`src/rtl/msd_pkg.sv`:
```
`timescale 1ns / 1ps
package msd_pkg;

	localparam int unsigned HDR_BYTES       = 8;
	localparam int unsigned LEN_FIRST       = 4;
	localparam int unsigned COUNT_SAT       = 9;
	localparam int unsigned MSD_QUEUE_DEPTH = 4;

	localparam logic [7:0] TYPE_OUT = 8'd1;
	localparam logic [7:0] TYPE_ERR = 8'd2;

	localparam logic [1:0] ST_OK      = 2'd0;
	localparam logic [1:0] ST_SHORT   = 2'd1;
	localparam logic [1:0] ST_TRUNC   = 2'd2;
	localparam logic [1:0] ST_OVERRUN = 2'd3;

	// one queued job: an optional payload beat and an optional end status
	typedef struct packed {
		logic       has_pay;
		logic [7:0] pay;
		logic       ch;
		logic       last;
		logic [1:0] status;
	} cmd_t;

endpackage

```
`src/rtl/msd_front.sv`:
```
`timescale 1ns / 1ps
module msd_front import msd_pkg::*; (
	input  logic       clk,
	input  logic       arst_n,
	input  logic       data_valid,
	output logic       data_ready,
	input  logic [7:0] data_byte,
	input  logic       last,
	input  logic       q_full,
	output logic       q_push,
	output cmd_t       q_cmd
);

	logic        in_payload_q;
	logic [2:0]  hdr_idx_q;
	logic [7:0]  ftype_q;
	logic [31:0] rem_q;
	logic [3:0]  bcount_q;

	logic        in_payload_nx;
	logic [2:0]  hdr_idx_nx;
	logic [7:0]  ftype_nx;
	logic [31:0] rem_nx;
	logic [3:0]  bcount_nx;
	logic        accept;

	assign data_ready = !q_full;
	assign accept     = data_valid && data_ready;

	always_comb begin
		in_payload_nx = in_payload_q;
		hdr_idx_nx    = hdr_idx_q;
		ftype_nx      = ftype_q;
		rem_nx        = rem_q;
		bcount_nx     = (bcount_q < 4'(COUNT_SAT)) ? bcount_q + 4'd1 : bcount_q;
		q_cmd.has_pay = 1'b0;
		q_cmd.pay     = data_byte;
		q_cmd.ch      = (ftype_q == TYPE_ERR);
		q_cmd.last    = last;

		if (!in_payload_q) begin
			if (hdr_idx_q == 3'd0) begin
				ftype_nx = data_byte;
				rem_nx   = '0;
			end else if (hdr_idx_q >= 3'(LEN_FIRST)) begin
				rem_nx = {rem_q[23:0], data_byte};
			end
			if (hdr_idx_q == 3'(HDR_BYTES - 1)) begin
				hdr_idx_nx    = 3'd0;
				in_payload_nx = (rem_nx != 32'd0);
			end else begin
				hdr_idx_nx = hdr_idx_q + 3'd1;
			end
		end else begin
			q_cmd.has_pay = (ftype_q == TYPE_OUT) || (ftype_q == TYPE_ERR);
			rem_nx        = rem_q - 32'd1;
			in_payload_nx = (rem_nx != 32'd0);
		end

		if (bcount_nx <= 4'(HDR_BYTES))
			q_cmd.status = ST_SHORT;
		else if (!in_payload_nx && hdr_idx_nx != 3'd0)
			q_cmd.status = ST_TRUNC;
		else if (in_payload_nx)
			q_cmd.status = ST_OVERRUN;
		else
			q_cmd.status = ST_OK;
	end

	assign q_push = accept && (q_cmd.has_pay || last);

	always_ff @(posedge clk or negedge arst_n) begin
		if (!arst_n) begin
			in_payload_q <= 1'b0;
			hdr_idx_q    <= '0;
			ftype_q      <= '0;
			rem_q        <= '0;
			bcount_q     <= '0;
		end else if (accept) begin
			if (last) begin
				// stream ends: start over on the next beat
				in_payload_q <= 1'b0;
				hdr_idx_q    <= '0;
				ftype_q      <= '0;
				rem_q        <= '0;
				bcount_q     <= '0;
			end else begin
				in_payload_q <= in_payload_nx;
				hdr_idx_q    <= hdr_idx_nx;
				ftype_q      <= ftype_nx;
				rem_q        <= rem_nx;
				bcount_q     <= bcount_nx;
			end
		end
	end

endmodule

```
`src/rtl/msd_fifo.sv`:
```
`timescale 1ns / 1ps
module msd_fifo import msd_pkg::*; #(
	parameter int unsigned DEPTH = MSD_QUEUE_DEPTH
) (
	input  logic clk,
	input  logic arst_n,
	input  logic push,
	input  cmd_t wdata,
	output logic full,
	input  logic pop,
	output cmd_t rdata,
	output logic empty
);

	localparam int unsigned AW = (DEPTH > 1) ? $clog2(DEPTH) : 1;

	cmd_t          mem_q [DEPTH];
	logic [AW-1:0] wr_ptr_q;
	logic [AW-1:0] rd_ptr_q;
	logic [AW:0]   count_q;

	assign full  = (count_q == (AW+1)'(DEPTH));
	assign empty = (count_q == '0);
	assign rdata = mem_q[rd_ptr_q];

	always_ff @(posedge clk) begin
		if (push)
			mem_q[wr_ptr_q] <= wdata;
	end

	always_ff @(posedge clk or negedge arst_n) begin
		if (!arst_n) begin
			wr_ptr_q <= '0;
			rd_ptr_q <= '0;
			count_q  <= '0;
		end else begin
			if (push)
				wr_ptr_q <= (wr_ptr_q == AW'(DEPTH - 1)) ? '0 : wr_ptr_q + AW'(1);
			if (pop)
				rd_ptr_q <= (rd_ptr_q == AW'(DEPTH - 1)) ? '0 : rd_ptr_q + AW'(1);
			if (push && !pop)
				count_q <= count_q + (AW+1)'(1);
			else if (pop && !push)
				count_q <= count_q - (AW+1)'(1);
		end
	end

`ifndef NO_ASSERTIONS
	a_count_bound: assert property (@(posedge clk) disable iff (!arst_n)
		count_q <= (AW+1)'(DEPTH))
		else $error("queue count above depth");
	a_no_overflow: assert property (@(posedge clk) disable iff (!arst_n)
		push |-> !full)
		else $error("push into full queue");
	a_no_underflow: assert property (@(posedge clk) disable iff (!arst_n)
		pop |-> !empty)
		else $error("pop from empty queue");
`endif

endmodule

```
`src/rtl/msd_back.sv`:
```
`timescale 1ns / 1ps
module msd_back import msd_pkg::*; (
	input  logic       clk,
	input  logic       arst_n,
	input  cmd_t       q_cmd,
	input  logic       q_empty,
	output logic       q_pop,
	output logic       result_valid,
	input  logic       result_ready,
	output logic [7:0] payload_byte,
	output logic       channel,
	output logic       is_status,
	output logic [1:0] status,
	output logic       end_of_run
);

	logic       out_valid_q;
	logic [7:0] pay_q;
	logic       ch_q;
	logic       is_st_q;
	logic [1:0] st_q;
	logic       eor_q;
	logic       st_pend_q;
	logic [1:0] pend_st_q;
	logic       load;

	assign load  = !out_valid_q || result_ready;
	assign q_pop = load && !st_pend_q && !q_empty;

	always_ff @(posedge clk or negedge arst_n) begin
		if (!arst_n) begin
			out_valid_q <= 1'b0;
			st_pend_q   <= 1'b0;
		end else if (load) begin
			if (st_pend_q) begin
				out_valid_q <= 1'b1;
				st_pend_q   <= 1'b0;
			end else if (!q_empty) begin
				out_valid_q <= 1'b1;
				// payload first, status follows on the next beat
				st_pend_q   <= q_cmd.has_pay && q_cmd.last;
			end else begin
				out_valid_q <= 1'b0;
			end
		end
	end

	always_ff @(posedge clk) begin
		if (load) begin
			if (st_pend_q) begin
				pay_q   <= '0;
				ch_q    <= 1'b0;
				is_st_q <= 1'b1;
				st_q    <= pend_st_q;
				eor_q   <= 1'b1;
			end else if (!q_empty) begin
				pend_st_q <= q_cmd.status;
				if (q_cmd.has_pay) begin
					pay_q   <= q_cmd.pay;
					ch_q    <= q_cmd.ch;
					is_st_q <= 1'b0;
					st_q    <= ST_OK;
					eor_q   <= !q_cmd.last;
				end else begin
					pay_q   <= '0;
					ch_q    <= 1'b0;
					is_st_q <= 1'b1;
					st_q    <= q_cmd.status;
					eor_q   <= 1'b1;
				end
			end
		end
	end

	assign result_valid = out_valid_q;
	assign payload_byte = pay_q;
	assign channel      = ch_q;
	assign is_status    = is_st_q;
	assign status       = st_q;
	assign end_of_run   = eor_q;

`ifndef NO_ASSERTIONS
	a_pend_behind_payload: assert property (@(posedge clk) disable iff (!arst_n)
		st_pend_q |-> (out_valid_q && !is_st_q && !eor_q))
		else $error("pending status without a payload beat ahead of it");
	a_status_ends_run: assert property (@(posedge clk) disable iff (!arst_n)
		(out_valid_q && is_st_q) |-> eor_q)
		else $error("status beat not marked end of run");
`endif

endmodule

```
`src/rtl/multiplexed_stream_demux.sv`:
```
`timescale 1ns / 1ps
// Multiplexed stream demultiplexer.
// Input channel (data_valid/data_ready): one stream byte per beat, last marks
// the final byte. Frames are an 8-byte header (byte 0 type, bytes 4..7
// big-endian length) and then the payload.
// Output channel (result_valid/result_ready): payload bytes of type 1 frames
// on channel 0, of type 2 frames on channel 1; other types are dropped. The
// last byte adds one status beat (is_status set) after any payload beat.
// Throughput: one input byte per cycle while the queue is not full. A last
// byte that carries payload takes a payload beat and a status beat on the
// output; the command queue absorbs that. An accepted byte's result is
// written to the queue, then loaded into the output register.
// When the receiver stalls, the output register holds its beat, the queue
// fills, and data_ready drops once QUEUE_DEPTH commands wait. Header bytes
// and skipped payload need no queue space unless they are the last byte.
// Reset clears the header parser, the queue and the output valid flag; the
// block is ready for a new stream as soon as reset is released.
module multiplexed_stream_demux import msd_pkg::*; #(
	parameter int unsigned QUEUE_DEPTH = MSD_QUEUE_DEPTH
) (
	input  logic       clk,
	input  logic       arst_n,
	input  logic       data_valid,
	output logic       data_ready,
	input  logic [7:0] data_byte,
	input  logic       last,
	output logic       result_valid,
	input  logic       result_ready,
	output logic [7:0] payload_byte,
	output logic       channel,
	output logic       is_status,
	output logic [1:0] status,
	output logic       end_of_run
);

	logic q_push;
	logic q_full;
	logic q_pop;
	logic q_empty;
	cmd_t q_wcmd;
	cmd_t q_rcmd;

	msd_front u_front (
		.clk        (clk),
		.arst_n     (arst_n),
		.data_valid (data_valid),
		.data_ready (data_ready),
		.data_byte  (data_byte),
		.last       (last),
		.q_full     (q_full),
		.q_push     (q_push),
		.q_cmd      (q_wcmd)
	);

	msd_fifo #(
		.DEPTH (QUEUE_DEPTH)
	) u_fifo (
		.clk    (clk),
		.arst_n (arst_n),
		.push   (q_push),
		.wdata  (q_wcmd),
		.full   (q_full),
		.pop    (q_pop),
		.rdata  (q_rcmd),
		.empty  (q_empty)
	);

	msd_back u_back (
		.clk          (clk),
		.arst_n       (arst_n),
		.q_cmd        (q_rcmd),
		.q_empty      (q_empty),
		.q_pop        (q_pop),
		.result_valid (result_valid),
		.result_ready (result_ready),
		.payload_byte (payload_byte),
		.channel      (channel),
		.is_status    (is_status),
		.status       (status),
		.end_of_run   (end_of_run)
	);

endmodule

```
`config.mk`:
```
export PLATFORM = sky130hd
export DESIGN_NAME = multiplexed_stream_demux
export DESIGN_NICKNAME = d
export VERILOG_FILES = /design/src/rtl/msd_pkg.sv /design/src/rtl/msd_front.sv /design/src/rtl/msd_fifo.sv /design/src/rtl/msd_back.sv /design/src/rtl/multiplexed_stream_demux.sv
export SDC_FILE = /design/constraint.sdc
export NUM_CORES = 1
export LEC_CHECK = 0
export ABC_AREA = 1
export BUFFER_PORTS_ARGS = -buffer_cell sky130_fd_sc_hd__buf_2
export CAP_MARGIN = 0
export CORE_ASPECT_RATIO = 0.5
export CORE_MARGIN = 3
export CORE_UTILIZATION = 50
export CTS_CLUSTER_DIAMETER = 120
export DETAILED_ROUTE_END_ITERATION = 12
export PLACE_DENSITY = 0.73
export SETUP_SLACK_MARGIN = 0.3
export SLEW_MARGIN = 20
export SYNTH_ARGS = -nofsm -noshare
export SYNTH_HDL_FRONTEND = slang
export SYNTH_SLANG_ARGS = --single-unit
```
`constraint.sdc`:
```
create_clock -name clk -period 2.5 [get_ports clk]
set_input_delay 0.625 -clock clk [delete_from_list [all_inputs] [get_ports clk]]
set_output_delay 0.625 -clock clk [all_outputs]
set_load 0.01 [all_outputs]
```
==> Word-level counts from Yosys, hierarchy flattened <==
Memories as Yosys holds them, arrays and structs flattened.
Cells that the tools add are included.
{ "op_classes": {"muxes": 41, "add_sub_neg": 7, "n_eq_ne": 8, "reduce_logical": 29, "bitwise": 2, "n_lt_le_gt_ge": 3} }
{ "ops": {"columns": ["cell", "n"], "rows": [
  ["2-to-1 mux 32 bit", 5],
  ["nonzero test 32 bit", 2],
  ["2-to-1 mux 8 bit", 5],
  ["subtractor 32 x 1 -> 32 bit, second input constant", 1],
  ["2-to-1 mux 1 bit", 16],
  ["2-to-1 mux 2 bit", 8],
  ["2-to-1 mux 3 bit", 5],
  ["equality test 8 x 1 -> 1 bit, second input constant", 1],
  ["equality test 8 x 2 -> 1 bit, second input constant", 1],
  ["logical AND 1 bit", 8],
  ["logical NOT 1 bit", 8],
  ["2-to-1 mux 4 bit", 2],
  ["adder 3 x 1 -> 3 bit, second input constant", 2],
  ["equality test 3 bit, second input constant", 2],
  ["logical NOT 3 bit", 2],
  ["AND reduction 3 bit", 2],
  ["adder 2 x 1 -> 2 bit, second input constant", 2],
  ["adder 4 x 1 -> 4 bit, second input constant", 1],
  ["equality test 2 bit, second input constant", 2],
  ["<= comparator 4 bit, second input constant", 1],
  ["< comparator 4 bit, second input constant", 1],
  ["!= test 2 bit, second input constant", 2],
  ["nonzero test 2 bit", 2],
  [">= comparator 3 bit, second input constant", 1],
  ["other kinds (5)", 8]
]} }
{ "word_totals": {"output_inout_bits": 15, "wordCells": 107, "n_memories": 1, "reg_bits": 72, "inputBits": 13, "mem_bits_rw": 52} }
{ "mem_list": {"columns": ["memory", "depth", "word_bits", "read_ports", "rd_clocked_by_memory_dff", "write_ports", "line_no", "rtl"], "rows": [
  ["u_fifo.mem_q", 4, 13, 1, 0, 1, "msd_fifo.sv:17", "cmd_t mem_q [DEPTH];"]
]} }

==> Longest topological paths before layout <==
{ "depth": {"depth_word": 11, "depth_mapped": 15, "ltp_nobuf": 15} }

==> Cells and area by module <==
Synthesis repeated with hierarchy kept, for this count alone.
{ "hier_totals": {"hier_cells": 897, "area_unflattened_um2": 7208.2} }
{ "modules_own_cells": {"columns": ["mod", "n_inst", "area_per_inst_um2", "cells_each", "seq_area_each_um2"], "rows": [
  ["msd_front", 1, 3970.1, 638, 1201.2],
  ["msd_fifo", 1, 2551.2, 202, 1736.7],
  ["msd_back", 1, 686.9, 57, 500.5]
]} }

==> Least setup slack after synthesis <==
No wires, ideal clock.
{ "synth_timing": {"path_kind": "register to register", "start": "register u_fifo.count_q[0]", "end": "register u_fifo.count_q[1]", "setup_time_ns": 0.125, "arrival_time_ns": 2.084, "stages_incl_launch_ff": 11, "required_time_ns": 2.375, "period_less_slack_ns": 2.208, "n_path_buf": 0, "path_slack_ns": 0.292, "path_cell_list": "dfrtp_1 -> nor2_1 -> nand2_1 -> nand2_1 -> inv_1 -> nand2_1 -> inv_1 -> ha_1 -> inv_1 -> fa_1 -> mux2_2"} }
{ "synth_via": {"elab_chain_cells": 7, "word_cells_on_any_way": 16, "cone_classes": "add/sub (2); eq/ne (1); mux (2); reduce/logical (11)"} }
{ "synth_rtl": {"columns": ["item", "line_no", "rtl"], "rows": [
  ["from (decl)", "msd_fifo.sv:20", "logic [AW:0] count_q;"],
  ["from (signal assigned)", "msd_fifo.sv:42", "count_q <= count_q + (AW+1)'(1);"],
  ["from (signal assigned)", "msd_fifo.sv:44", "count_q <= count_q - (AW+1)'(1);"],
  ["equality test 3 bit *", "msd_fifo.sv:22", "assign full = (count_q == (AW+1)'(DEPTH));"],
  ["logical NOT 1 bit *", "msd_front.sv:27", "assign data_ready = !q_full;"],
  ["net data_ready", "multiplexed_stream_demux.sv:24", "output logic data_ready,"],
  ["logical AND 1 bit *", "msd_front.sv:28", "assign accept = data_valid && data_ready;"],
  ["logical AND 1 bit *", "msd_front.sv:70", "assign q_push = accept && (q_cmd.has_pay || last);"],
  ["net q_push", "multiplexed_stream_demux.sv:36", "logic q_push;"],
  ["logical NOT 1 bit", "msd_fifo.sv:43", "else if (pop && !push)"],
  ["logical AND 1 bit", "msd_fifo.sv:43", null],
  ["nonzero test 2 bit (no source line)", null, null]
]} }
The timed path passes the listed nets; every way through them passes the cells marked *. The select of a mux whose other input is x is not followed.
A chain may end at the register's enable or synchronous reset.

==> run_results.csv <==
group,metric,value,unit
run_status,status,"finished, final reports clean",
critical_path,path_class,"reg -> reg",
timing,max_slew.worst_pin.slew,616,ps
timing,hold_viol,0,
global_routing,grt_usage,0.246,
critical_path,critPathSlowestCell,"dfrtp_1",
logic_synthesis,syn-num-nets,889,
clock_tree,tritoncts,"done",
global_routing,grt_pass1_vias,5864,
critical_path,path_buf_inv,3,
clock_tree,path_clk_slew,60,ps
timing,rsz0062_at_grt,"yes",
clock_tree,cts_sinks,124,
route,route.detailed.drc,0,
global_routing,grt_max_degree,41,
timing,clock_skew,9.95,ps
logic_synthesis,ys_ff_latch,124,
critical_path,path_common_cell,"nand2_1",
die,die_height,89.4,um
timing,setup_tns,0,ps
timing,relSlewSlack,0.586,
route,wirelength,19.0,mm
die,num_rows,29,
clock_tree,h-tree-depth,4,
route,firstDrtPassIters,6,
logic_synthesis,synthAdderAreaFrac,0.0262,
route,first_iter_violations,930,
critical_path,worstPathRequired,2630,ps
logic_synthesis,synth_compound_area_frac,0.165,
logic_synthesis,synth_top_family_by_area,"simple AND/OR/NAND/NOR gates",
logic_synthesis,ys_dominant_reg_cell,"edfxtp_1",
die,start_util,0.530,
clock_tree,cts-root-buf,"clkbuf_16",
logic_synthesis,syn_area_per_cell,8.08,um2
clock_tree,cts_buffer_depth,2,
global_routing,antenna_found_initial,0,
logic_synthesis,yosys-top-cells-area,"edfxtp_1 (29%), dfrtp_1 (20%), nand2_1 (9.4%)",
logic_synthesis,synth_top_area_frac,0.289,
logic_synthesis,synth-edff-count,67,
critical_path,cp-end-kind,"flop",
global_routing,overflow,0,
final_layout,drive_above_1_share,0.212,
critical_path,startpoint_type,"flop",
logic_synthesis,synth_area,0.00696,mm2
critical_path,cpPeakStageDelay,400,ps
logic_synthesis,netlist_instances,862,
timing,period_share,0.900,
critical_path,path_cells,"inv_2 > ha_4 > clkbuf_16 > o21ai_0 > o21ai_1 > nand2_1 > inv_1 > nand3_2 > nor3_2 > nand2_1 > nand2_1 > nand2_1 > nand2_4 > nand3_4",
critical_path,path_max_fanout,8,
logic_synthesis,synth_mux_area_frac,0.00162,
min_path,min_path_type,"in -> async",
die,ioPinCount,28,
logic_synthesis,synth_xor_area_frac,0.0101,
timing,setup_viol_count_final,0,
route,vias,6344,
die,coreArea,0.0131,mm2
logic_synthesis,synth_cell_types,38,
place,io_buffers,27,
clock_tree,cts_made_buffers,17,
timing,fmax,445,MHz
timing,slew_violations,0,
route,antenna_left,0,
die,fp.dieW,173,um
route,viasPerCell,5.65,
logic_synthesis,ys_warn_count,0,
logic_synthesis,yosysTopAreaCell,"edfxtp_1",
final_layout,antenna_cells,0,
route,wl_per_cell,16.9,um
final_layout,area_growth,21.8,%
final_layout,finalNetCount,951,
logic_synthesis,synth_async_sr_flop_share,0.460,
place,hpwl,11.9,mm
logic_synthesis,synth-simple-area-share,0.233,
flow_run,maxCapViolCount,0,
critical_path,worstPathArrival,2380,ps
place,globalplace.congestion,0.954,
logic_synthesis,yosysSeqAreaShare,0.494,
timing,fin_crit,2250,ps
clock_tree,clk_latency,420,ps
die,die_area,0.0155,mm2
global_routing,grt_pass1_wl,29.8,mm
critical_path,path_delay_family,"simple AND/OR/NAND/NOR gates",
[cell usage in the layout (no fill, tap or decap), types with 35 or more instances in the layout]
cell / count
nand2_1: 170
o21ai_0: 122
nor2_1: 104
inv_1: 67
edfxtp_1: 67
dfrtp_1: 48
o21ai_1: 38
a21oi_1: 37
nand3_1: 36
buf_4: 35
[timing repair]
| item | CTS | global route |
|---|---|---|
| resized for setup | 41 | 48 |
| pin swaps | 14 | 25 |
| hold buffers | 0 | 0 |
| setup buffers | 9 | 11 |
| cloned | 2 | 4 |
| setup endpoints to repair | 11 | 71 |
[cells in the mapped netlist (2+ instances only)]
master    instances
xor2_1            6
buf_6             5
nor2_1          122
nand3_1          38
o21ai_0         130
o21ai_1          32
inv_2             8
ha_1             13
clkinv_1          2
a21oi_1          38
a31oi_1           2
dfrtp_1          57
buf_1             2
nand2_4           4
nand4_1           6
nor2_2           13
nand3_2           2
o31ai_1           2
nand2_1         175
nor3_1            4
inv_1            75
o211ai_1          2
nor2_4            4
clkbuf_1         16
xnor2_1           2
o22ai_1          11
nand2_2           6
edfxtp_1         67
buf_2             9
[cells by family after synthesis]
logic type                 Yosys count
buffers and inverters              117
xor gates and xnor gates             8
DFF                                124
and+or+nand+nor                    377
adders and majority gates           14
muxes                                1
AOI/OAI and AO/OA                  221
[registers in the layout, indices dropped and copies added, names as in the netlist, 2 cells and up]
| register | count |
|---|---|
| u_back.payload_byte | 8 |
| u_back.pend_st_q | 2 |
| u_back.status | 2 |
| u_fifo.count_q | 3 |
| u_fifo.mem_q | 52 |
| u_fifo.rd_ptr_q | 2 |
| u_fifo.wr_ptr_q | 2 |
| u_front.bcount_q | 4 |
| u_front.ftype_q | 8 |
| u_front.hdr_idx_q | 3 |
| u_front.rem_q | 32 |
[metal layers]
layer,track usage,routed length [um],vias up
li1,-,-,3017
met1,0.318,8120,2957
met2,0.425,8870,318
met3,0.0492,1580,52
met4,0.0830,445,0
met5,0,0,-
[metrics by stage]
stage | util | hold slack, ps | setup WS, ps | cells | cell area (um2)
after floorplan | - | 329 | 326 | 862 | 6960
after global placement | 0.561 | 489 | 71.3 | 1065 | 7370
after CTS | 0.625 | 203 | 300 | 1108 | 8210
after global routing | 0.645 | 216 | 133 | 1123 | 8480
final | 0.645 | 177 | 251 | 1123 | 8480
after detailed placement | 0.561 | 504 | 52.6 | 1065 | 7370
[layout make-up]
cell class                 count  area, um2
clock buffer                  18        429
clock inverter                14        185
fill                        1025       4660
inverter                      85        328
multi-input combinational    622       3250
sequential                   124       3450
tap                          186        233
timing repair buffer          74        603
[worst paths after layout]
| path | to | from | cells past startpoint | slack [ps] |
|---|---|---|---|---|
| max reg2reg | u_fifo.mem_q[1][0]$_DFFE_PP_ | u_front.hdr_idx_q[1]$_DFFE_PN0P_ | 14 | 250 |
| min | u_front.rem_q[29]$_DFFE_PN0P_ | arst_n | 1 | 180 |
| min in group clk | u_fifo.mem_q[1][8]$_DFFE_PP_ | data_byte[4] | 1 | 460 |
| max | u_fifo.mem_q[1][0]$_DFFE_PP_ | u_front.hdr_idx_q[1]$_DFFE_PN0P_ | 14 | 250 |
| max in group asynchronous | u_front.rem_q[7]$_DFFE_PN0P_ | arst_n | 2 | 1690 |
| min reg2reg | u_back.status[0]$_DFFE_PP_ | u_back.pend_st_q[0]$_DFFE_PP_ | 2 | 530 |
Power is not shown: default switching activity piles up to over one toggle a cycle in this logic, so the estimate is an artifact.
